### config.mk
export PLATFORM = sky130hd
export DESIGN_NAME = der_tlv_path_locator
export DESIGN_NICKNAME = d
export VERILOG_FILES = /design/src/design/dtpl_pkg.sv /design/src/design/der_tlv_path_locator.sv
export SDC_FILE = /design/constraint.sdc
export NUM_CORES = 1
export LEC_CHECK = 0
export ABC_CLOCK_PERIOD_IN_PS = 7150
export CAP_MARGIN = 40
export CORE_MARGIN = 4
export CORE_UTILIZATION = 61
export CTS_CLUSTER_SIZE = 40
export DETAILED_ROUTE_END_ITERATION = 16
export DONT_BUFFER_PORTS = 1
export HOLD_SLACK_MARGIN = 0.1
export PLACE_DENSITY = 0.88
export SLEW_MARGIN = 20
export SYNTH_ARGS = -nofsm -noshare
export SYNTH_HDL_FRONTEND = slang
export SYNTH_SLANG_ARGS = --single-unit
### constraint.sdc
create_clock -name i_clk -period 7.15 [get_ports i_clk]
set_input_delay 1.0725 -clock i_clk [delete_from_list [all_inputs] [get_ports i_clk]]
set_output_delay 1.0725 -clock i_clk [all_outputs]
set_load 0.02 [all_outputs]
### src/design/dtpl_pkg.sv
// ----------------------------------------------------------------------------
// dtpl_pkg
// Types and constants shared by the DER TLV path locator.
// ----------------------------------------------------------------------------
`default_nettype none

package dtpl_pkg;

    // configuration register indexes
    localparam logic [2:0] REG_PATH_ENTRIES   = 3'd0;
    localparam logic [2:0] REG_PATH_TAGS_LOW  = 3'd1;
    localparam logic [2:0] REG_PATH_TAGS_HIGH = 3'd2;
    localparam logic [2:0] REG_PATH_ENTER     = 3'd3;
    localparam logic [2:0] REG_STRIP_INTEGER  = 3'd4;

    localparam int CFG_IDX_W  = 3;
    localparam int CFG_DATA_W = 64;

    // result status codes
    localparam logic [2:0] ST_FOUND     = 3'd0;
    localparam logic [2:0] ST_TRUNCATED = 3'd1;
    localparam logic [2:0] ST_WRONG_TAG = 3'd2;
    localparam logic [2:0] ST_BAD_LEN   = 3'd3;
    localparam logic [2:0] ST_NO_PAD    = 3'd4;
    localparam logic [2:0] ST_TOO_LONG  = 3'd5;

    // walk phases
    localparam logic [2:0] PH_TAG  = 3'd0;
    localparam logic [2:0] PH_LEN0 = 3'd1;
    localparam logic [2:0] PH_LENX = 3'd2;
    localparam logic [2:0] PH_SKIP = 3'd3;
    localparam logic [2:0] PH_PAD  = 3'd4;

    localparam logic [7:0] BITSTRING_TAG   = 8'h03;
    localparam logic [7:0] PAD_BYTE        = 8'h00;
    localparam logic [7:0] RESET_TAG_0     = 8'h30;
    localparam logic [6:0] LONG_COUNT_MAX  = 7'd2;

    typedef struct packed {
        logic [7:0] data_byte;
        logic       last_byte;
    } t_in_item;

    typedef struct packed {
        logic [2:0]  status;
        logic [15:0] element_offset;
        logic [15:0] element_length;
    } t_out_item;

endpackage

`default_nettype wire

### src/design/der_tlv_path_locator.sv
// ----------------------------------------------------------------------------
// der_tlv_path_locator
// Streams a DER certificate byte by byte and locates the element at the end
// of a configured path of tag steps.
// ----------------------------------------------------------------------------
// Input channel: one certificate byte per beat, last_byte marks the final one.
// Output channel: at most one result beat per certificate (status, offset and
// length of the located element, or an error status with zero fields).
// Configuration: write enable, register index, 64-bit data; writes land at
// once and are meant for use between certificates.
// A byte's result is registered to o_out_valid in the cycle after the beat.
// Throughput: one byte per cycle when not stalled; every decision is a
// tag compare, a length shift or a count step on the current byte.
// A held result only stalls input when the output register is still full
// and the receiver is not taking it in the same cycle.
// Reset (synchronous, active low) restarts the walk, empties the output
// register and loads the default path: one skipped SEQUENCE step.
// ----------------------------------------------------------------------------
`default_nettype none

module der_tlv_path_locator
    import dtpl_pkg::*;
#(
    parameter int MAX_PATH       = 16,
    parameter int MAX_CERT_BYTES = 65536
) (
    input  wire logic                  i_clk,
    input  wire logic                  i_rst_n,
    input  wire logic                  i_in_valid,
    output logic                       o_in_ready,
    input  wire t_in_item              i_in_data,
    output logic                       o_out_valid,
    input  wire logic                  i_out_ready,
    output t_out_item                  o_out_data,
    input  wire logic                  i_cfg_we,
    input  wire logic [CFG_IDX_W-1:0]  i_cfg_index,
    input  wire logic [CFG_DATA_W-1:0] i_cfg_wdata
);

    localparam int SW = $clog2(MAX_PATH + 1);
    localparam int OW = $clog2(MAX_CERT_BYTES + 1);

    function automatic logic [15:0] sat16(input logic [16:0] v);
        return v[16] ? 16'hffff : v[15:0];
    endfunction

    // configuration
    logic [4:0]  r_path_entries;
    logic [63:0] r_tags_low;
    logic [63:0] r_tags_high;
    logic [15:0] r_enter_mask;
    logic        r_strip;

    always_ff @(posedge i_clk) begin
        if (!i_rst_n) begin
            r_path_entries <= 5'd1;
            r_tags_low     <= {56'd0, RESET_TAG_0};
            r_tags_high    <= 64'd0;
            r_enter_mask   <= 16'd0;
            r_strip        <= 1'b0;
        end else if (i_cfg_we) begin
            case (i_cfg_index)
                REG_PATH_ENTRIES:   r_path_entries <= i_cfg_wdata[4:0];
                REG_PATH_TAGS_LOW:  r_tags_low     <= i_cfg_wdata;
                REG_PATH_TAGS_HIGH: r_tags_high    <= i_cfg_wdata;
                REG_PATH_ENTER:     r_enter_mask   <= i_cfg_wdata[15:0];
                REG_STRIP_INTEGER:  r_strip        <= i_cfg_wdata[0];
                default: ;
            endcase
        end
    end

    // walk state
    logic [SW-1:0] r_step,       n_step;
    logic [2:0]    r_phase,      n_phase;
    logic [1:0]    r_len_left,   n_len_left;
    logic [15:0]   r_accum,      n_accum;
    logic [15:0]   r_skip,       n_skip;
    logic [OW-1:0] r_offset,     n_offset;
    logic [OW-1:0] r_elem_start, n_elem_start;
    logic          r_decided,    n_decided;
    logic          r_lead_zero,  n_lead_zero;

    logic          r_out_valid;
    t_out_item     r_out;

    logic          in_fire;
    logic [7:0]    b;
    logic [4:0]    path_cnt;
    logic [4:0]    step5;
    logic [3:0]    step_idx;
    logic [7:0]    cur_tag;
    logic          cur_enter;
    logic          last_step;
    logic [OW-1:0] pos_next;

    logic          w_fire;
    logic [2:0]    w_status;
    logic [15:0]   w_off;
    logic [15:0]   w_len;
    logic          hdr;
    logic [15:0]   hdr_len;
    logic          strip_chk;
    logic          step_done;
    logic          res_fire;
    t_out_item     res;

    assign o_in_ready = !r_out_valid || i_out_ready;
    assign in_fire    = i_in_valid && o_in_ready;
    assign b          = i_in_data.data_byte;

    always_comb begin
        if (r_path_entries == 5'd0) begin
            path_cnt = 5'd1;
        end else if (r_path_entries > 5'(MAX_PATH)) begin
            path_cnt = 5'(MAX_PATH);
        end else begin
            path_cnt = r_path_entries;
        end
    end

    assign step5     = 5'(r_step);
    assign step_idx  = step5[3:0];
    assign cur_tag   = step_idx[3] ? r_tags_high[{step_idx[2:0], 3'b000} +: 8]
                                   : r_tags_low[{step_idx[2:0], 3'b000} +: 8];
    assign cur_enter = r_enter_mask[step_idx];
    assign last_step = (6'(step5) + 6'd1) >= 6'(path_cnt);
    assign pos_next  = r_offset + OW'(1);

    // one byte of the walk
    always_comb begin
        n_step       = r_step;
        n_phase      = r_phase;
        n_len_left   = r_len_left;
        n_accum      = r_accum;
        n_skip       = r_skip;
        n_elem_start = r_elem_start;
        n_lead_zero  = r_lead_zero;
        w_fire       = 1'b0;
        w_status     = ST_FOUND;
        w_off        = 16'd0;
        w_len        = 16'd0;
        hdr          = 1'b0;
        hdr_len      = 16'd0;
        strip_chk    = 1'b0;
        step_done    = 1'b0;

        case (r_phase)
            PH_TAG: begin
                n_elem_start = r_offset;
                if (b != cur_tag) begin
                    w_fire   = 1'b1;
                    w_status = ST_WRONG_TAG;
                end else begin
                    n_phase = PH_LEN0;
                end
            end
            PH_LEN0: begin
                if (b[7]) begin
                    if (b[6:0] > LONG_COUNT_MAX) begin
                        w_fire   = 1'b1;
                        w_status = ST_BAD_LEN;
                    end else if (b[6:0] == 7'd0) begin
                        hdr = 1'b1;
                    end else begin
                        n_len_left = b[1:0];
                        n_accum    = 16'd0;
                        n_phase    = PH_LENX;
                    end
                end else begin
                    hdr     = 1'b1;
                    hdr_len = {8'd0, b};
                end
            end
            PH_LENX: begin
                n_accum    = {r_accum[7:0], b};
                n_len_left = r_len_left - 2'd1;
                if (n_len_left == 2'd0) begin
                    hdr     = 1'b1;
                    hdr_len = n_accum;
                end
            end
            PH_SKIP: begin
                strip_chk = 1'b1;
                n_skip    = r_skip - 16'd1;
                if (n_skip == 16'd0) begin
                    step_done = 1'b1;
                end
            end
            PH_PAD: begin
                if (b != PAD_BYTE) begin
                    w_fire   = 1'b1;
                    w_status = ST_NO_PAD;
                end else begin
                    strip_chk = 1'b1;
                    step_done = 1'b1;
                end
            end
            default: begin
                n_phase = PH_TAG;
            end
        endcase

        // leading zero bytes of the stripped integer move its start forward
        if (strip_chk && r_strip && last_step && r_lead_zero) begin
            if (b == 8'd0) begin
                n_elem_start = pos_next;
            end else begin
                n_lead_zero = 1'b0;
            end
        end

        if (hdr) begin
            if (r_strip && last_step) begin
                n_elem_start = pos_next;
                n_lead_zero  = 1'b1;
            end
            if (cur_enter) begin
                if (cur_tag == BITSTRING_TAG) begin
                    n_phase = PH_PAD;
                end else begin
                    step_done = 1'b1;
                end
            end else if (hdr_len == 16'd0) begin
                step_done = 1'b1;
            end else begin
                n_skip  = hdr_len;
                n_phase = PH_SKIP;
            end
        end

        if (step_done) begin
            n_step  = r_step + SW'(1);
            n_phase = PH_TAG;
            if (last_step) begin
                w_fire   = 1'b1;
                w_status = ST_FOUND;
                w_off    = sat16(17'(n_elem_start));
                w_len    = (pos_next >= n_elem_start) ?
                           sat16(17'(pos_next - n_elem_start)) : 16'd0;
            end
        end
    end

    // beat-level control: bound check, truncation, restart on the last byte
    always_comb begin
        n_decided    = r_decided;
        n_offset     = r_offset;
        res_fire     = 1'b0;
        res.status   = ST_FOUND;
        res.element_offset = 16'd0;
        res.element_length = 16'd0;

        if (!r_decided) begin
            if (r_offset >= OW'(MAX_CERT_BYTES)) begin
                res_fire   = 1'b1;
                res.status = ST_TOO_LONG;
                n_decided  = 1'b1;
            end else if (w_fire) begin
                res_fire           = 1'b1;
                res.status         = w_status;
                res.element_offset = w_off;
                res.element_length = w_len;
                n_decided          = 1'b1;
            end else if (i_in_data.last_byte) begin
                res_fire   = 1'b1;
                res.status = ST_TRUNCATED;
                n_decided  = 1'b1;
            end
        end
        if (r_offset < OW'(MAX_CERT_BYTES)) begin
            n_offset = pos_next;
        end
    end

    always_ff @(posedge i_clk) begin
        if (!i_rst_n) begin
            r_step       <= '0;
            r_phase      <= PH_TAG;
            r_len_left   <= 2'd0;
            r_accum      <= 16'd0;
            r_skip       <= 16'd0;
            r_offset     <= '0;
            r_elem_start <= '0;
            r_decided    <= 1'b0;
            r_lead_zero  <= 1'b0;
        end else if (in_fire) begin
            if (i_in_data.last_byte) begin
                r_step       <= '0;
                r_phase      <= PH_TAG;
                r_len_left   <= 2'd0;
                r_accum      <= 16'd0;
                r_skip       <= 16'd0;
                r_offset     <= '0;
                r_elem_start <= '0;
                r_decided    <= 1'b0;
                r_lead_zero  <= 1'b0;
            end else begin
                r_offset  <= n_offset;
                r_decided <= n_decided;
                // walk state only moves while undecided and in bounds
                if (!r_decided && r_offset < OW'(MAX_CERT_BYTES)) begin
                    r_step       <= n_step;
                    r_phase      <= n_phase;
                    r_len_left   <= n_len_left;
                    r_accum      <= n_accum;
                    r_skip       <= n_skip;
                    r_elem_start <= n_elem_start;
                    r_lead_zero  <= n_lead_zero;
                end
            end
        end
    end

    // result register
    always_ff @(posedge i_clk) begin
        if (!i_rst_n) begin
            r_out_valid <= 1'b0;
        end else if (in_fire && res_fire) begin
            r_out_valid <= 1'b1;
        end else if (i_out_ready) begin
            r_out_valid <= 1'b0;
        end
    end

    always_ff @(posedge i_clk) begin
        if (in_fire && res_fire) begin
            r_out <= res;
        end
    end

    assign o_out_valid = r_out_valid;
    assign o_out_data  = r_out;

endmodule

`default_nettype wire

==> run_results.csv, run 1 <==
group,metric,value,unit
die,dieWidth,158,um
pwr,powerDensity,218,nW/um2
timing,final-hold-violation-count,0,
critical_path,critPathMaxFanout,11,
drt,dr.pass1.iters,8,
pwr,p_comb_frac,0.056,
cells_and_area,area_growth,7.19,%
global_route,antenna_found_initial,0,
drt,routed_via_density,6.57,
cts,tritoncts,"done",
synth,synthDistinctLibCells,79,
timing,worst_pin_slew,0.862,ns
timing,min_period,6.34,ns
synth,syn-num-nets,1729,
die,die_area,24800,um2
cells_and_area,design_area,14600,um2
place,port_buffers,0,
synth,ys_seq_area_frac,0.402,
cells_and_area,diodes,0,
place,placedInstanceArea,13700,um2
cts,cts_sinks,256,
pwr,p_seq_frac,0.481,
job,max_cap_viol_count,0,
drt,drcViolationCount,0,
timing,fmax,0.158,GHz
critical_path,cp.arrival,6.61,ns
die,rows,54,
critical_path,crit_path_end_kind,"register",
critical_path,start_kind,"register",
pwr,switching_share,0.232,
cts,holdBufCountCts,0,
global_route,grt_pass1_vias,11700,
critical_path,crit_required,7.43,ns
pwr,p_sw,738,uW
cells_and_area,drive_above_1_share,0.0983,
die,die_h,158,um
timing,setup_ws,0.812,ns
place,gp_congestion,0.915,
drt,via_count,12100,
synth,synth_edf_count,35,
timing,max-slew-margin-rel,0.425,
drt,postRouteWirelength,37200,um
timing,tns,0,ns
synth,netlist_area,13600,um2
worst_hold_path,hold_depth,2,
timing,skew,0.0215,ns
place,dp_slack,0.839,ns
global_route,grt_max_degree,107,
cts,cts_resized,0,
timing,min_period_over_period,0.886,
pwr,leakage,0.00508,uW
pwr,ir_worst_vdd,205,uV
synth,ys.flop_type,"dfxtp_1",
cts,cts_setup_buffers,0,
synth,synth_cells,1619,
cts,clockBufferDepth,3,
global_route,track_usage,0.293,
timing,setup_viol,0,
die,io_pins,118,
place,dpl.hpwl,24800,um
die,core-area,21900,um2
timing,rsz0062_at_grt,"no",
worst_hold_path,hold_path.class,"register to register",
drt,ant_nets,0,
cts,cts_made_buffers,27,
drt,wl_per_cell,20.1,um
cts,htree_levels,1,
global_route,grt_first_pass_wirelength,59500,um
die,start_util,0.623,
pwr,clkPwrFrac,0.463,
drt,first_iter_violations,1298,
global_route,overflow,0,
cts,path_clk_slew,0.06,ns
critical_path,crit_type,"register to register",
timing,hold_slack,0.454,ns
synth,synth.avg_cell_area,8.42,um2
cts,clock_latency,0.55,ns
synth,synth_seq_cells,256,
pwr,internal_power,2440,uW
status,status,"finished, final reports clean",
synth,ys_warn_count,0,
critical_path,r2r_cells,21,
cells_and_area,nets,1658,
synth,async_reset_ff_frac,0,
timing,slew_violations,0,
cts,cts_root_buf,"clkbuf_16",
==> flip-flops by register name, indices dropped and copies added, names as in the netlist, 2 cells and up <==
register,count
r_elem_start,17
r_offset,17
r_tags_high,64
r_step,5
r_skip,16
r_tags_low,64
o_out_data,35
r_accum,8
r_len_left,2
r_enter_mask,16
r_path_entries,5
r_phase,3
==> worst paths after layout <==
check / slack, ns / startpoint / to
worst max-delay path: 0.81 / r_step[1]$_SDFFE_PN0P_ / o_out_data[1]$_SDFFCE_PP0P_
worst min-delay path: 0.45 / r_tags_high[19]$_SDFFE_PN0P_ / r_tags_high[19]$_SDFFE_PN0P_
worst max register to register: 0.81 / r_step[1]$_SDFFE_PN0P_ / o_out_data[1]$_SDFFCE_PP0P_
worst min register to register: 0.45 / r_tags_high[19]$_SDFFE_PN0P_ / r_tags_high[19]$_SDFFE_PN0P_
==> critical path, stage by stage, from the launching register on <==
cell     delay, ns
dfxtp_1       0.72
ha_1          0.31
nor2b_1       0.08
or2_2         0.31
ha_1          0.31
a21o_1        0.15
a21oi_1       0.10
o21ai_1       0.57
buf_4         0.31
a21oi_1       0.09
a21oi_1       0.27
ha_1          0.34
a21o_1        0.22
a21oi_1       0.31
o21a_1        0.20
o31ai_1       0.12
a31oi_1       0.34
o21ai_0       0.13
a21oi_1       0.20
xor2_1        0.56
buf_4         0.31
a21oi_1       0.10
==> routing by layer <==
metal	routed length (um)	vias to the layer above	GRT usage
met3	3530	143	0.0638
met2	18100	697	0.500
li1	-	5586	-
met5	0	-	0
met4	1610	0	0.126
met1	13900	5709	0.358
==> cell type report <==
type / count / area (um2)
timing repair buffer: 24 / 196
clock inverter: 9 / 103
inverter: 24 / 95.1
fill: 1702 / 7280
tap: 280 / 350
multi-input combinational: 1215 / 7550
clock buffer: 39 / 845
sequential: 256 / 5480
==> cells in the final DEF (no fill, tap or decap), drive strengths merged, types with 7 or more instances in the layout <==
master	n
xor2	25
inv	25
a22oi	31
nor4	11
dfxtp	221
o21ai	44
nand2	336
a21o	13
nor3b	8
and3	10
nand2b	7
a2111oi	7
nand3b	10
ha	28
buf	24
nand4	10
a21oi	243
or3	7
edfxtp	35
a2bb2oi	14
mux4	40
mux2i	33
xnor2	33
a211oi	10
nor2	126
clkbuf	39
nand3	39
nor3	36
or4	7
==> stage by stage <==
stage,util,power [uW],instances
after floorplan,-,1690,1619
after global placement,0.623,1720,1796
after detailed placement,0.624,1730,1798
after CTS,0.667,3180,1846
after global routing,0.668,3270,1847
final,0.668,3180,1847
==> power by group through the flow <==
stage	combinational (uW)	clock, uW	sequential [uW]
floorplan	134	0	1550
CTS	174	1480	1530
global route	194	1550	1530
detailed placement	172	0	1560
finish	179	1470	1530
global placement	166	0	1560
==> cell families (layout without fill, tap and decap cells) <==
family,Yosys count,in the layout,share of synthesized area
simple gates,636,636,0.207
xor+xnor,58,58,0.0373
buf+inv,148,96,0.0474
mux,74,74,0.0911
flops,256,256,0.402
fa+ha+maj,29,29,0.0272
compound gates,418,418,0.188
==> synth_stat cells, drive strengths merged (3+ instances only) <==
cell type,n,share of area
a2111oi,7,0.0046
a211oi,10,0.0059
a21o,13,0.0077
a21oi,243,0.093
a22o,3,0.0019
a22oi,31,0.017
a2bb2oi,14,0.0090
a31oi,6,0.0028
and2,5,0.0023
and3,10,0.0046
and3b,4,0.0026
buf,33,0.016
clkbuf,91,0.025
dfxtp,221,0.32
edfxtp,35,0.077
ha,28,0.026
inv,24,0.0066
mux2i,33,0.024
mux4,40,0.066
nand2,336,0.093
nand2b,7,0.0032
nand3,39,0.014
nand3b,10,0.0055
nand4,10,0.0046
nor2,126,0.035
nor2b,5,0.0023
nor3,36,0.014
nor3b,8,0.0048
nor4,11,0.0060
nor4b,3,0.0019
o211ai,3,0.0017
o21a,6,0.0033
o21ai,44,0.017
o221ai,5,0.0032
o311ai,6,0.0039
o31ai,5,0.0028
or2,6,0.0029
or3,7,0.0032
or4,7,0.0041
xnor2,33,0.021
xor2,25,0.016
No activity file was read; power rests on OpenSTA's default activity.
==> inputs of run 2 (changes only) <==
--- a/config.mk
+++ b/config.mk
@@ -7,12 +7,14 @@
 export LEC_CHECK = 0
 export ABC_CLOCK_PERIOD_IN_PS = 7150
 export CAP_MARGIN = 40
+export CORE_ASPECT_RATIO = 1.4
 export CORE_MARGIN = 4
 export CORE_UTILIZATION = 61
 export CTS_CLUSTER_SIZE = 40
 export DETAILED_ROUTE_END_ITERATION = 16
 export DONT_BUFFER_PORTS = 1
 export HOLD_SLACK_MARGIN = 0.1
+export MAX_ROUTING_LAYER = met4
 export PLACE_DENSITY = 0.88
 export SLEW_MARGIN = 20
 export SYNTH_ARGS = -nofsm -noshare
==> run 2 against run 1 <==
Against the previous run:
- cell count rose by 0.65%
- worst setup slack improved by 0.72 ns
- wire length shrank 2.8%
- clock skew down 0.012 ns
- register-to-register slack improved by 0.72 ns
- die area is 0.14% higher
- critical endpoint is now o_out_data[11]$_SDFFCE_PP0P_
- sequential power barely moved
- design area shrank 0.87%
==> run_results.csv, run 2 (synthesized netlist as in run 1, its figures left out) <==
group,metric,value,unit
global_route,grt_first_pass_wirelength,58500,um
job,max_cap_viol_count,0,
timing,worst_pin_slew,0.835,ns
drt,drcViolationCount,0,
cts,clock_latency,0.52,ns
timing,setup_viol,0,
pwr,leakage,0.00499,uW
critical_path,slowest_stage,"dfxtp_1",
die,io_pins,118,
cts,holdBufCountCts,0,
global_route,grt_max_degree,95,
timing,skew,0.00947,ns
cts,htree_levels,1,
global_route,track_usage,0.295,
critical_path,start_kind,"register",
place,port_buffers,0,
cells_and_area,fin_cells,1859,
place,dpl.hpwl,25400,um
cts,cts_root_buf,"clkbuf_16",
critical_path,path_buf_inv,3,
critical_path,crit_chain,"inv_1 -> nor2_1 -> nand2_1 -> xnor2_1 -> ha_1 -> a21oi_1 -> o21a_1 -> o31ai_1 -> a31o_2 -> ha_1 -> inv_1 -> fa_1 -> a21o_1 -> a21oi_1 -> o21a_1 -> o31ai_1 -> a31oi_1 -> o21ai_0 -> a21oi_1 -> xor2_1 -> buf_4 -> a41oi_1",
drt,ant_nets,0,
pwr,internal_power,2300,uW
critical_path,crit_path_end_kind,"register",
status,status,"finished, final reports clean",
critical_path,crit_family,"compound AO/OA/AOI/OAI gates",
cts,clockBufferDepth,3,
timing,slew_violations,0,
pwr,p_sw,691,uW
cells_and_area,multi_input_comb_area,7550,um2
cells_and_area,drive_above_1_share,0.0928,
die,dieWidth,134,um
cts,tritoncts,"done",
cts,cts_resized,0,
drt,via_count,11900,
pwr,ir_worst_vdd,242,uV
critical_path,crit_required,7.40,ns
critical_path,slowest_delay,0.86,ns
global_route,overflow,0,
timing,fmax,0.178,GHz
cts,path_clk_slew,0.06,ns
critical_path,cp_common_cell,"a21oi_1",
die,die_h,185,um
drt,wl_per_cell,19.5,um
worst_hold_path,hold_path.class,"register to register",
drt,routed_via_density,6.37,
worst_hold_path,whs_endpoint,"r_enter_mask[3]$_SDFFE_PN0P_",
die,core-area,21900,um2
critical_path,cp.arrival,5.87,ns
cts,cts_setup_buffers,0,
cells_and_area,area_growth,6.26,%
critical_path,reg2reg_to,"o_out_data[11]$_SDFFCE_PP0P_",
place,dp.cells,1816,
worst_hold_path,holdCritStartpoint,"r_enter_mask[3]$_SDFFE_PN0P_",
cts,cts_made_buffers,24,
pwr,p_seq_frac,0.510,
timing,min_period,5.62,ns
timing,tns,0,ns
worst_hold_path,hold_depth,2,
timing,rsz0062_at_grt,"no",
cells_and_area,seqCellArea,5480,um2
pwr,powerDensity,207,nW/um2
global_route,antenna_found_initial,0,
place,gp_congestion,0.943,
critical_path,r2r_cells,22,
pwr,p_comb_frac,0.058,
timing,final-hold-violation-count,0,
cells_and_area,final_cell_mix,"336 x nand2_1, 231 x a21oi_1, 219 x dfxtp_1, 123 x nor2_1, 40 x mux4_2",
cells_and_area,fillers,1806,
die,rows,64,
pwr,switching_share,0.231,
timing,max-slew-margin-rel,0.443,
cells_and_area,diodes,0,
cells_and_area,nets,1655,
critical_path,r2r_setup_slack,1.53,ns
die,die_area,24800,um2
global_route,grt_pass1_vias,11400,
critical_path,crit_type,"register to register",
cells_and_area,mostFrequentLayoutCell,"nand2_1",
critical_path,critPathMaxFanout,16,
critical_path,r2r-start,"r_step[0]$_SDFFE_PN0P_",
cts,cts_sinks,256,
drt,postRouteWirelength,36200,um
drt,first_iter_violations,1121,
timing,min_period_over_period,0.786,
drt,dr.pass1.iters,5,
die,start_util,0.621,
pwr,clkPwrFrac,0.432,
==> run 2: changes by cell type in the layout (fill, tap and decap cells not counted), sizes merged <==
cell      change
clkinv        -2
clkinvlp      +1
clkbuf        -3
inv           -1
==> run 2: how the worst max path moves through the flow <==
stage                                       from                      endpoint  slack, ns  cells after the start
after floorplan           r_step[2]$_SDFFE_PN0P_   o_out_data[0]$_SDFFCE_PP0P_       1.07                     14
after global placement              i_in_data[6]  o_out_data[11]$_SDFFCE_PP0P_       1.43                     20
after detailed placement            i_in_data[6]  o_out_data[11]$_SDFFCE_PP0P_       1.30                     20
after CTS                 r_step[0]$_SDFFE_PN0P_  o_out_data[11]$_SDFFCE_PP0P_       1.53                     22
after global routing      r_step[0]$_SDFFE_PN0P_  o_out_data[11]$_SDFFCE_PP0P_       1.03                     22
final                     r_step[0]$_SDFFE_PN0P_  o_out_data[11]$_SDFFCE_PP0P_       1.53                     22
==> run 2: layer usage <==
| metal | vias up | GRT usage | part of all wire | wire length, um |
|---|---|---|---|---|
| met1 | 5674 | 0.329 | 0.37 | 13300 |
| met4 | 0 | 0.124 | 0.045 | 1620 |
| met3 | 118 | 0.0484 | 0.067 | 2420 |
| met2 | 475 | 0.523 | 0.52 | 18800 |
| li1 | 5583 | - | - | - |
| met5 | - | - | 0 | 0 |
==> run 2: worst register-to-register path: cells and delay by family, from the launching register on <==
kind	cells	cell delay [ns]
AOI/OAI and AO/OA	12	2.37
adders and majority gates	3	0.90
DFF	1	0.86
buffers and inverters	3	0.48
and+or+nand+nor	2	0.39
xor gates and xnor gates	2	0.35
==> run 2: per-stage QoR <==
| step | power [uW] | setup WS [ns] | hold slack, ns | utilization | area, um2 |
|---|---|---|---|---|---|
| after floorplan | 1690 | 1.07 | 0.433 | - | 13600 |
| after global placement | 1720 | 1.43 | 0.439 | 0.622 | 13700 |
| after detailed placement | 1730 | 1.30 | 0.446 | 0.624 | 13700 |
| after CTS | 3000 | 1.53 | 0.454 | 0.660 | 14500 |
| after global routing | 3090 | 1.03 | 0.477 | 0.660 | 14500 |
| final | 3000 | 1.53 | 0.454 | 0.660 | 14500 |
==> run 2: final cells by class <==
class	instances	share of cell area
Timing Repair Buffer	24	0.0138
Sequential cell	256	0.378
Tap cell	297	0.0256
Clock inverter	7	0.00605
Clock buffer	36	0.0488
Inverter	24	0.00656
Multi-Input combinational cell	1215	0.521
==> run 2: power by group through the flow <==
stage | Clock [uW] | Sequential, uW | Combinational [uW]
after floorplan | 0 | 1550 | 134
after CTS | 1300 | 1530 | 172
after global placement | 0 | 1560 | 164
after detailed placement | 0 | 1560 | 171
final | 1300 | 1530 | 174
after global routing | 1370 | 1530 | 191
